### config.mk
export PLATFORM = sky130hd
export DESIGN_NAME = matrix_4x4_multiply_accumulate_core
export DESIGN_NICKNAME = d
export VERILOG_FILES = /design/src/rtl/mma_pkg.sv /design/src/rtl/mma_ram.sv /design/src/rtl/mma_mac.sv /design/src/rtl/matrix_4x4_multiply_accumulate_core.sv
export SDC_FILE = /design/constraint.sdc
export NUM_CORES = 2
export LEC_CHECK = 0
export BUFFER_PORTS_ARGS = -buffer_cell sky130_fd_sc_hd__buf_2
export CELL_PAD_IN_SITES_DETAIL_PLACEMENT = 2
export CELL_PAD_IN_SITES_GLOBAL_PLACEMENT = 2
export CORE_MARGIN = 10
export CORE_UTILIZATION = 50
export DETAILED_ROUTE_END_ITERATION = 8
export HOLD_SLACK_MARGIN = 0.12
export MAX_ROUTING_LAYER = met4
export PLACE_DENSITY = 0.92
export SYNTH_ARGS = -nofsm -noshare
export SYNTH_HDL_FRONTEND = slang
export SYNTH_SLANG_ARGS = --single-unit
### constraint.sdc
create_clock -name clk -period 23.3 [get_ports clk]
set_clock_uncertainty 0.2 [all_clocks]
set_input_delay 3.495 -clock clk [delete_from_list [all_inputs] [get_ports clk]]
set_output_delay 3.495 -clock clk [all_outputs]
set_load 0.05 [all_outputs]
### src/rtl/mma_pkg.sv
`default_nettype none
// ----------------------------------------------------------------------------
// mma_pkg: shared types and constants for the 4x4 matrix multiply core
// Element format, output user-field layout, sequencer states and the
// control word that drives the shared multiply-accumulate unit.
// ----------------------------------------------------------------------------
package mma_pkg;

  localparam int ELEM_W = 32;
  localparam int IDX_W  = 4;
  localparam int USER_W = IDX_W + 1;

  localparam logic [ELEM_W-1:0] ELEM_MAX = 32'h7FFF_FFFF;
  localparam logic [ELEM_W-1:0] ELEM_MIN = 32'h8000_0000;

  typedef enum logic [2:0] {
    S_LOAD,
    S_ROW,
    S_MAC,
    S_DRAIN,
    S_EMIT
  } state_t;

  typedef struct packed {
    logic mul_en;
    logic acc_clr;
  } mac_ctl_t;

endpackage : mma_pkg
`default_nettype wire

### src/rtl/mma_ram.sv
`default_nettype none
// ----------------------------------------------------------------------------
// mma_ram: generic simple dual-port RAM
// One write port and one read port, read data registered.
// ----------------------------------------------------------------------------
module mma_ram #(
  parameter int WIDTH = 32,
  parameter int DEPTH = 16
) (
  input  wire logic                     clk,
  input  wire logic                     we,
  input  wire logic [$clog2(DEPTH)-1:0] waddr,
  input  wire logic [WIDTH-1:0]         wdata,
  input  wire logic [$clog2(DEPTH)-1:0] raddr,
  output logic      [WIDTH-1:0]         rdata
);

  logic [WIDTH-1:0] mem [DEPTH];
  logic [WIDTH-1:0] rdata_r;

  always_ff @(posedge clk) begin
    if (we) begin
      mem[waddr] <= wdata;
    end
    rdata_r <= mem[raddr];
  end

  assign rdata = rdata_r;

endmodule : mma_ram
`default_nettype wire

### src/rtl/mma_mac.sv
`default_nettype none
// ----------------------------------------------------------------------------
// mma_mac: shared multiply-accumulate unit with round and saturate
// Registered 32x32 signed product, full-precision accumulator, then
// round-half-up to the output format and clamp to 32 bits.
// ----------------------------------------------------------------------------
module mma_mac #(
  parameter int MATRIX_DIM    = 4,
  parameter int FRACTION_BITS = 27
) (
  input  wire logic                          clk,
  input  wire logic                          rst_n,
  input  wire mma_pkg::mac_ctl_t             ctl,
  input  wire logic [mma_pkg::ELEM_W-1:0]    op_a,
  input  wire logic [mma_pkg::ELEM_W-1:0]    op_b,
  output logic                               busy,
  output logic      [mma_pkg::ELEM_W-1:0]    result,
  output logic                               saturated
);

  import mma_pkg::*;

  localparam int PROD_W = 2 * ELEM_W;
  localparam int ACC_W  = PROD_W + $clog2(MATRIX_DIM);
  localparam logic signed [ACC_W:0] HALF = (ACC_W+1)'(1) << (FRACTION_BITS - 1);

  logic signed [PROD_W-1:0] prod_r;
  logic                     pv_r;
  logic signed [ACC_W-1:0]  acc_r;
  logic signed [ACC_W:0]    rnd_sum;
  logic signed [ACC_W:0]    rnd_shift;
  logic [ACC_W-ELEM_W+1:0]  rnd_hi;
  logic                     fits;

  always_ff @(posedge clk) begin
    if (!rst_n) begin
      pv_r <= 1'b0;
    end else begin
      pv_r <= ctl.mul_en;
    end
  end

  always_ff @(posedge clk) begin
    if (ctl.mul_en) begin
      prod_r <= $signed(op_a) * $signed(op_b);
    end
    if (ctl.acc_clr) begin
      acc_r <= '0;
    end else if (pv_r) begin
      acc_r <= acc_r + {{(ACC_W-PROD_W){prod_r[PROD_W-1]}}, prod_r};
    end
  end

  // add half an LSB, then drop the fraction
  always_comb begin
    rnd_sum   = {acc_r[ACC_W-1], acc_r} + HALF;
    rnd_shift = rnd_sum >>> FRACTION_BITS;
    rnd_hi    = rnd_shift[ACC_W:ELEM_W-1];
    fits      = (&rnd_hi) | (~|rnd_hi);
    saturated = ~fits;
    if (fits) begin
      result = rnd_shift[ELEM_W-1:0];
    end else if (rnd_shift[ACC_W]) begin
      result = ELEM_MIN;
    end else begin
      result = ELEM_MAX;
    end
  end

  assign busy = pv_r;

endmodule : mma_mac
`default_nettype wire

### src/rtl/matrix_4x4_multiply_accumulate_core.sv
`default_nettype none
// ----------------------------------------------------------------------------
// matrix_4x4_multiply_accumulate_core: running matrix product M = M * R
// Loads R element by element, then rebuilds M on one shared
// multiply-accumulate unit and streams out the new elements.
// ----------------------------------------------------------------------------
//  channel | direction | payload
//  in_     | slave     | tdata: rotor_element (Q4.27)
//  out_    | master    | tdata: product_element; tuser: element_index, saturated;
//          |           | tlast: last element of the matrix
//
//  Loading takes R element by element; the last element starts the product,
//  which copies each row of M, then for each element issues its products,
//  drains them and emits the word, all on the single multiplier.
//  Reset: M reads as the identity until the first product is written back.
//  in_tready is high only while loading; a stalled out_ word holds the emit
//  step until it is taken.
// ----------------------------------------------------------------------------
module matrix_4x4_multiply_accumulate_core #(
  parameter int MATRIX_DIM    = 4,
  parameter int FRACTION_BITS = 27
) (
  input  wire logic                          clk,
  input  wire logic                          rst_n,
  input  wire logic                          in_tvalid,
  output logic                               in_tready,
  input  wire logic [mma_pkg::ELEM_W-1:0]    in_tdata,   // [31:0] rotor_element
  output logic                               out_tvalid,
  input  wire logic                          out_tready,
  output logic      [mma_pkg::ELEM_W-1:0]    out_tdata,  // [31:0] product_element
  output logic      [mma_pkg::USER_W-1:0]    out_tuser,  // [3:0] element_index, [4] saturated
  output logic                               out_tlast
);

  import mma_pkg::*;

  localparam int CELLS  = MATRIX_DIM * MATRIX_DIM;
  localparam int ADDR_W = $clog2(CELLS);
  localparam int DIM_W  = $clog2(MATRIX_DIM);
  localparam logic [ADDR_W-1:0] LAST_CELL = ADDR_W'(CELLS - 1);
  localparam logic [ADDR_W-1:0] DIM_STEP  = ADDR_W'(MATRIX_DIM);
  localparam logic [DIM_W-1:0]  DIM_LAST  = DIM_W'(MATRIX_DIM - 1);
  localparam logic [ELEM_W-1:0] ONE       = ELEM_W'(64'd1 << FRACTION_BITS);

  state_t              state_r, state_nxt;
  logic [ADDR_W-1:0]   ld_cnt_r, ld_cnt_nxt;
  logic [ADDR_W-1:0]   e_r, e_nxt;
  logic [ADDR_W-1:0]   lptr_r, lptr_nxt;
  logic [DIM_W-1:0]    k_r, k_nxt;
  logic [DIM_W-1:0]    j_r, j_nxt;
  logic [DIM_W-1:0]    c_r, c_nxt;
  logic [DIM_W-1:0]    r_r, r_nxt;
  logic                id_r, id_nxt;

  logic                rv_r, av_r;
  logic [DIM_W-1:0]    kd_r, ja_r;
  logic [ELEM_W-1:0]   row_r [MATRIX_DIM];

  logic                out_tvalid_r;
  logic [ELEM_W-1:0]   out_tdata_r;
  logic [USER_W-1:0]   out_tuser_r;
  logic                out_tlast_r;

  logic                in_fire, emit_fire;
  logic                row_issue, mac_issue;
  logic                ld_we, kp_we;
  logic [ADDR_W-1:0]   kp_raddr;
  logic [ELEM_W-1:0]   kp_rdata, ld_rdata;
  mac_ctl_t            mac_ctl;
  logic                mac_clr;
  logic                mac_busy;
  logic [ELEM_W-1:0]   mac_result;
  logic                mac_sat;

  assign in_tready = (state_r == S_LOAD);
  assign in_fire   = in_tvalid && in_tready;
  assign emit_fire = (state_r == S_EMIT) && (!out_tvalid_r || out_tready);
  assign kp_raddr  = e_r + ADDR_W'(k_r);

  mma_ram #(.WIDTH(ELEM_W), .DEPTH(CELLS)) u_loaded_ram (
    .clk   (clk),
    .we    (ld_we),
    .waddr (ld_cnt_r),
    .wdata (in_tdata),
    .raddr (lptr_r),
    .rdata (ld_rdata)
  );

  mma_ram #(.WIDTH(ELEM_W), .DEPTH(CELLS)) u_kept_ram (
    .clk   (clk),
    .we    (kp_we),
    .waddr (e_r),
    .wdata (mac_result),
    .raddr (kp_raddr),
    .rdata (kp_rdata)
  );

  // mul_en, acc_clr
  assign mac_ctl = {av_r, mac_clr};

  mma_mac #(.MATRIX_DIM(MATRIX_DIM), .FRACTION_BITS(FRACTION_BITS)) u_mac (
    .clk       (clk),
    .rst_n     (rst_n),
    .ctl       (mac_ctl),
    .op_a      (row_r[ja_r]),
    .op_b      (ld_rdata),
    .busy      (mac_busy),
    .result    (mac_result),
    .saturated (mac_sat)
  );

  // next state
  always_comb begin
    state_nxt = state_r;
    unique case (state_r)
      S_LOAD: begin
        if (in_fire && ld_cnt_r == LAST_CELL) state_nxt = S_ROW;
      end
      S_ROW: begin
        if (k_r == DIM_LAST) state_nxt = S_MAC;
      end
      S_MAC: begin
        if (j_r == DIM_LAST) state_nxt = S_DRAIN;
      end
      S_DRAIN: begin
        if (!av_r && !mac_busy) state_nxt = S_EMIT;
      end
      S_EMIT: begin
        if (emit_fire) begin
          if (e_r == LAST_CELL) state_nxt = S_LOAD;
          else if (c_r == DIM_LAST) state_nxt = S_ROW;
          else state_nxt = S_MAC;
        end
      end
      default: state_nxt = S_LOAD;
    endcase
  end

  // sequencer outputs and counters
  always_comb begin
    ld_cnt_nxt = ld_cnt_r;
    e_nxt      = e_r;
    lptr_nxt   = lptr_r;
    k_nxt      = k_r;
    j_nxt      = j_r;
    c_nxt      = c_r;
    r_nxt      = r_r;
    id_nxt     = id_r;
    ld_we      = 1'b0;
    kp_we      = 1'b0;
    row_issue  = 1'b0;
    mac_issue  = 1'b0;
    mac_clr    = 1'b0;
    unique case (state_r)
      S_LOAD: begin
        if (in_fire) begin
          ld_we      = 1'b1;
          ld_cnt_nxt = (ld_cnt_r == LAST_CELL) ? '0 : ld_cnt_r + 1'b1;
        end
      end
      S_ROW: begin
        row_issue = 1'b1;
        mac_clr   = 1'b1;
        k_nxt     = (k_r == DIM_LAST) ? '0 : k_r + 1'b1;
        j_nxt     = '0;
        lptr_nxt  = '0;
      end
      S_MAC: begin
        mac_issue = 1'b1;
        j_nxt     = (j_r == DIM_LAST) ? '0 : j_r + 1'b1;
        lptr_nxt  = lptr_r + DIM_STEP;
      end
      S_DRAIN: begin
        // wait for the last product to land in the accumulator
      end
      S_EMIT: begin
        if (emit_fire) begin
          kp_we   = 1'b1;
          mac_clr = 1'b1;
          e_nxt   = (e_r == LAST_CELL) ? '0 : e_r + 1'b1;
          if (e_r == LAST_CELL) id_nxt = 1'b0;
          if (c_r == DIM_LAST) begin
            c_nxt    = '0;
            r_nxt    = (r_r == DIM_LAST) ? '0 : r_r + 1'b1;
            lptr_nxt = '0;
          end else begin
            c_nxt    = c_r + 1'b1;
            lptr_nxt = ADDR_W'(c_r) + 1'b1;
          end
        end
      end
      default: begin
      end
    endcase
  end

  always_ff @(posedge clk) begin
    if (!rst_n) begin
      state_r  <= S_LOAD;
      ld_cnt_r <= '0;
      e_r      <= '0;
      lptr_r   <= '0;
      k_r      <= '0;
      j_r      <= '0;
      c_r      <= '0;
      r_r      <= '0;
      id_r     <= 1'b1;
      rv_r     <= 1'b0;
      av_r     <= 1'b0;
    end else begin
      state_r  <= state_nxt;
      ld_cnt_r <= ld_cnt_nxt;
      e_r      <= e_nxt;
      lptr_r   <= lptr_nxt;
      k_r      <= k_nxt;
      j_r      <= j_nxt;
      c_r      <= c_nxt;
      r_r      <= r_nxt;
      id_r     <= id_nxt;
      rv_r     <= row_issue;
      av_r     <= mac_issue;
    end
  end

  // copy the current row of M; before the first write-back M is the identity
  always_ff @(posedge clk) begin
    kd_r <= k_r;
    ja_r <= j_r;
    if (rv_r) begin
      if (id_r) begin
        row_r[kd_r] <= (kd_r == r_r) ? ONE : '0;
      end else begin
        row_r[kd_r] <= kp_rdata;
      end
    end
  end

  // output register
  always_ff @(posedge clk) begin
    if (!rst_n) begin
      out_tvalid_r <= 1'b0;
    end else if (emit_fire) begin
      out_tvalid_r <= 1'b1;
    end else if (out_tready) begin
      out_tvalid_r <= 1'b0;
    end
  end

  always_ff @(posedge clk) begin
    if (emit_fire) begin
      out_tdata_r <= mac_result;
      out_tuser_r <= {mac_sat, IDX_W'(e_r)};
      out_tlast_r <= (e_r == LAST_CELL);
    end
  end

  assign out_tvalid = out_tvalid_r;
  assign out_tdata  = out_tdata_r;
  assign out_tuser  = out_tuser_r;
  assign out_tlast  = out_tlast_r;

  a_load_count_idle: assert property (@(posedge clk) disable iff (!rst_n)
    state_r != S_LOAD |-> ld_cnt_r == '0)
    else $error("load count nonzero outside load phase");

  a_emit_drained: assert property (@(posedge clk) disable iff (!rst_n)
    state_r == S_EMIT |-> !av_r && !mac_busy)
    else $error("emit with products still in flight");

  a_last_index: assert property (@(posedge clk) disable iff (!rst_n)
    out_tvalid_r && out_tlast_r |-> out_tuser_r[IDX_W-1:0] == IDX_W'(CELLS - 1))
    else $error("last word carries wrong element index");

  a_ready_quiet: assert property (@(posedge clk) disable iff (!rst_n)
    in_tready |-> !av_r && !rv_r && !mac_busy)
    else $error("accepting input while product in progress");

endmodule : matrix_4x4_multiply_accumulate_core
`default_nettype wire

==> flow_metrics.py, run 1 <==
metrics = {
    "synth": {
        "ys_seq_elements": 1416,
        "yosysUniqueCellTypes": 80,
        "syn_nets": 8273,
        "synth_ff_type": "edfxtp_1",
        "synth_warnings": 0,
        "synth_edf_count": 1254,
        "avgSynthCellArea_um2": 13.4,
        "synthesis.instances": 6889,
        "ys_async_sr_fraction": 0,
        "yosysSeqAreaShare": 0.442,
        "syn_area_um2": 92500,
    },
    "clocking": {
        "postCtsHoldBufs": 0,
        "cts_setup_buffers": 0,
        "clockRootBuffer": "clkbuf_16",
        "cts_buffers": 142,
        "cts_resized": 0,
        "clk_path_buf_depth": 3,
        "htree_levels": 4,
        "cts_sinks": 1416,
    },
    "status": {
        "haltStage": "global routing (5_1_grt)",
        "status": "aborted with a tool error",
        "firstError": "[ERROR GRT-0232] Routing congestion too high. Check the congestion heatmap in the GUI.",
    },
    "die": {
        "num_rows": 157,
        "die_h_um": 450,
        "num_io_pins": 76,
        "die_w_um": 450,
        "start_util": 0.504,
    },
    "placed_design": {
        "port_buffers": 75,
        "post_dp_cell_area_um2": 95700,
        "dp_hpwl_um": 265000,
        "place_congestion": 0.877,
        "dp_slack_ns": 12.14,
    },
    "global_routing": {
        "grt_use_total": 0.751,
        "overflow": 273,
        "grt_max_degree": 71,
        "antenna_found_initial": 124,
    },
}
[Yosys cell counts, drive strengths merged (41+ instances only)]
cell    count  share of area
nand3      48         0.0026
xor2       61         0.0058
mux4      352          0.086
and2      566          0.038
a21oi     163         0.0088
buf        46         0.0022
nor2      195         0.0080
xnor2      95         0.0090
nand2     638          0.026
edfxtp   1254           0.41
a21o       68         0.0055
ha        264          0.036
mux2i      41         0.0044
dfxtp     162          0.035
o21ai     127         0.0069
clkbuf    299          0.012
inv      1036          0.042
fa       1084           0.23
[layer usage]
layer / GRT overflow / track usage
met1: 13 / 0.740
met2: 131 / 0.851
met3: 13 / 0.669
met4: 116 / 0.693
met5: - / -
[cells by family after synthesis]
| family | count (synthesis) | synth area share |
|---|---|---|
| AND/OR/NAND/NOR | 1660 | 0.0896 |
| flip-flops | 1416 | 0.442 |
| buffers and inverters | 1382 | 0.0565 |
| adder cells (fa/ha/maj) | 1348 | 0.270 |
| AO/OA/AOI/OAI | 531 | 0.0362 |
| multiplexers | 396 | 0.0905 |
| XOR/XNOR | 156 | 0.0148 |
[per-stage QoR]
stage | hold slack, ns | instances | util
after global placement | 0.167 | 9192 | 0.521
after detailed placement | 0.190 | 9192 | 0.521
after floorplan | 0.154 | 6889 | -
after CTS | 0.247 | 9457 | 0.547
==> run 2, diff against run 1 <==
Settings changed: CELL_PAD_IN_SITES_DETAIL_PLACEMENT 2 to default, CELL_PAD_IN_SITES_GLOBAL_PLACEMENT 2 to default, CORE_UTILIZATION 50 to 35, HOLD_SLACK_MARGIN 0.12 to default, MAX_ROUTING_LAYER met4 to default, PLACE_DENSITY 0.92 to default, PLACE_DENSITY_LB_ADDON from default to 0.15.
==> run 2 against run 1 <==
The run now ends clean. Synthesized cell count unchanged. Synthesized area unchanged.
==> flow_metrics.py, run 2 <==
metrics = {
    "status": {
        "status": "complete, no violations",
    },
    "die": {
        "core_area_um2": 263000,
        "die_w_um": 534,
        "dieArea_um2": 285000,
        "num_io_pins": 76,
        "start_util": 0.352,
        "num_rows": 188,
        "die_h_um": 534,
    },
    "global_routing": {
        "grt_use_total": 0.175,
        "overflow": 0,
        "grt_use_met3": 0.0229,
        "antenna_found_initial": 30,
        "grt_util_met1": 0.243,
        "grt_pass1_wl_um": 382000,
        "grt_pass1_vias": 58515,
        "grt_use_met2": 0.296,
        "grt_max_degree": 102,
        "grt.busiest_layer": "met2",
    },
    "drt": {
        "firstDrtPassIters": 5,
        "drt-total-wl_um": 250000,
        "drc": 0,
        "vias": 53454,
        "dr.first_iter.drc_count": 3881,
        "drtAntennaViolNets": 0,
        "avgRoutedWirePerCell_um": 23.6,
        "vias_per_cell": 5.06,
    },
    "synth": {
        "yosysSeqAreaShare": 0.442,
        "synth_most_common_cell": "edfxtp_1",
        "synthTopCellsByArea": "edfxtp_1 41%, fa_1 23%, mux4_2 8.6%",
        "avgSynthCellArea_um2": 13.4,
        "ys_async_sr_fraction": 0,
        "syn_area_um2": 92500,
        "yosysTopAreaCell": "edfxtp_1",
        "yosysUniqueCellTypes": 80,
        "synth_warnings": 0,
        "synthesis.instances": 6889,
        "synth_top_area_frac": 0.407,
        "synth_ff_type": "edfxtp_1",
        "ys_seq_elements": 1416,
        "synth_edf_count": 1254,
        "syn_nets": 8273,
        "yosys-top-cells-count": "1,254 x edfxtp_1, 1,084 x fa_1, 1,036 x inv_1",
    },
    "final_layout": {
        "area_delta_synth_final_pct": 10.6,
        "fin_nets": 8291,
        "largest_registers": "u_kept_ram.mem: 512 flops, u_loaded_ram.mem: 512 flops, row_r: 128 flops",
        "fillers": 24909,
        "multi_input_area_um2": 46600,
        "utilization": 0.389,
        "drive_above_1_share": 0.124,
        "fin_cells": 10558,
        "layout_common_cells": "1,254 x edfxtp_1, 1,083 x fa_1, 1,036 x inv_1",
        "final_common_cell": "edfxtp_1",
        "regArea_um2": 40900,
    },
    "sta": {
        "final-setup-viol-count": 0,
        "layout_min_cycle_time_ns": 10.42,
        "slew_headroom": 0.139,
        "final.setup.tns_ns": 0,
        "holdWs_ns": 0.190,
        "tightest_slew_ns": 1.28,
        "min_period_over_period": 0.447,
        "max_freq_mhz": 95.9,
        "hold_viol": 0,
        "rsz0062_at_grt": "no",
        "slew_viol_final": 0,
    },
    "clocking": {
        "cts_buffers": 150,
        "cts_sinks": 1416,
        "cts_setup_buffers": 0,
        "cts.clk_slew.worst_paths_ns": 0.06,
        "clockRootBuffer": "clkbuf_16",
        "cts_tree": "done",
        "cts_resized": 0,
        "htree_levels": 4,
        "postCtsHoldBufs": 0,
        "clk_latency_ns": 0.81,
        "clk_path_buf_depth": 3,
    },
    "placed_design": {
        "port_buffers": 75,
        "dp_cells": 10270,
        "dp_hpwl_um": 167000,
        "place_congestion": 0.830,
    },
    "critical_path": {
        "path_class": "flip-flop to flip-flop",
        "rr_worst_depth": 26,
        "crit_required_ns": 23.71,
        "worst_ep_arrival_time_ns": 10.83,
        "end_kind": "flip-flop",
        "startpoint_type": "flip-flop",
        "r2r_end": "u_mac.prod_r[62]",
        "crit_path_max_fanout": 32,
        "rrSetupSlack_ns": 12.88,
    },
    "hold_path": {
        "hp-start": "j_r[1]",
        "holdPathStages": 0,
        "hold_class": "flip-flop to flip-flop",
    },
    "run": {
        "maxCapViolations": 0,
    },
}
## run 2: cell counts after synthesis
Identical to the previous run, type by type.
## run 2: how the worst max path moves through the flow
stage | startpoint | endpoint | cells past startpoint
6_report | flip-flop | u_mac.prod_r[62] | 26
5_1_grt | flip-flop | u_mac.prod_r[62] | 26
4_1_cts | flip-flop | u_mac.prod_r[62] | 26
3_5_place_dp | flip-flop | u_mac.prod_r[62] | 26
3_3_place_gp | flip-flop | u_mac.prod_r[62] | 24
2_1_floorplan | flip-flop | u_mac.prod_r[62] | 29
## run 2: metrics by stage
stage | worst slack, ns | cell area, um2
4_1_cts | 12.85 | 102000
6_report | 12.88 | 102000
2_1_floorplan | 14.01 | 92500
5_1_grt | 12.45 | 102000
3_3_place_gp | 12.96 | 97200
3_5_place_dp | 12.87 | 97200
## run 2: cells by family after synthesis
kind of cell,share of synthesized area
compound gates,0.0362
mux,0.0905
fa+ha+maj,0.270
buf+inv,0.0565
xor+xnor,0.0148
simple gates,0.0896
flops,0.442
## run 2: critical path, stage by stage (launching register included)
cell	delay (ns)
dfxtp_2	0.34
buf_4	0.55
mux4_2	1.02
and2_1	0.36
fa_1	0.55
inv_1	0.06
fa_1	0.47
inv_1	0.05
fa_1	0.48
fa_1	0.59
fa_1	0.45
fa_1	0.46
fa_1	0.51
inv_1	0.07
fa_1	0.49
inv_1	0.05
ha_1	0.34
o21a_1	0.23
o211a_1	0.21
a311oi_1	0.65
nand2_1	0.10
a21oi_1	0.62
nor3b_1	0.15
a2111o_1	0.45
a31oi_1	0.35
nor2_1	0.09
a311oi_1	0.27
## run 2: layer usage
| metal | vias to the layer above | wire length (um) |
|---|---|---|
| li1 | 23187 | - |
| met1 | 28867 | 112000 |
| met2 | 1099 | 123000 |
| met3 | 289 | 10100 |
| met4 | 12 | 4480 |
| met5 | - | 92 |
## run 2: final cells by class
| cell class | count | area share |
|---|---|---|
| timing repair buffer | 211 | 0.0138 |
| multi-input combinational | 4091 | 0.455 |
| sequential | 1416 | 0.400 |
| antenna | 8 | 0.000196 |
| clock inverter | 92 | 0.0104 |
| inverter | 1037 | 0.0380 |
| tap | 3515 | 0.0430 |
| clock buffer | 188 | 0.0392 |
Power of run 2 is left out: the tool's default activity adds up to more than one toggle a clock period on the data nets, which glitch-free logic cannot reach.
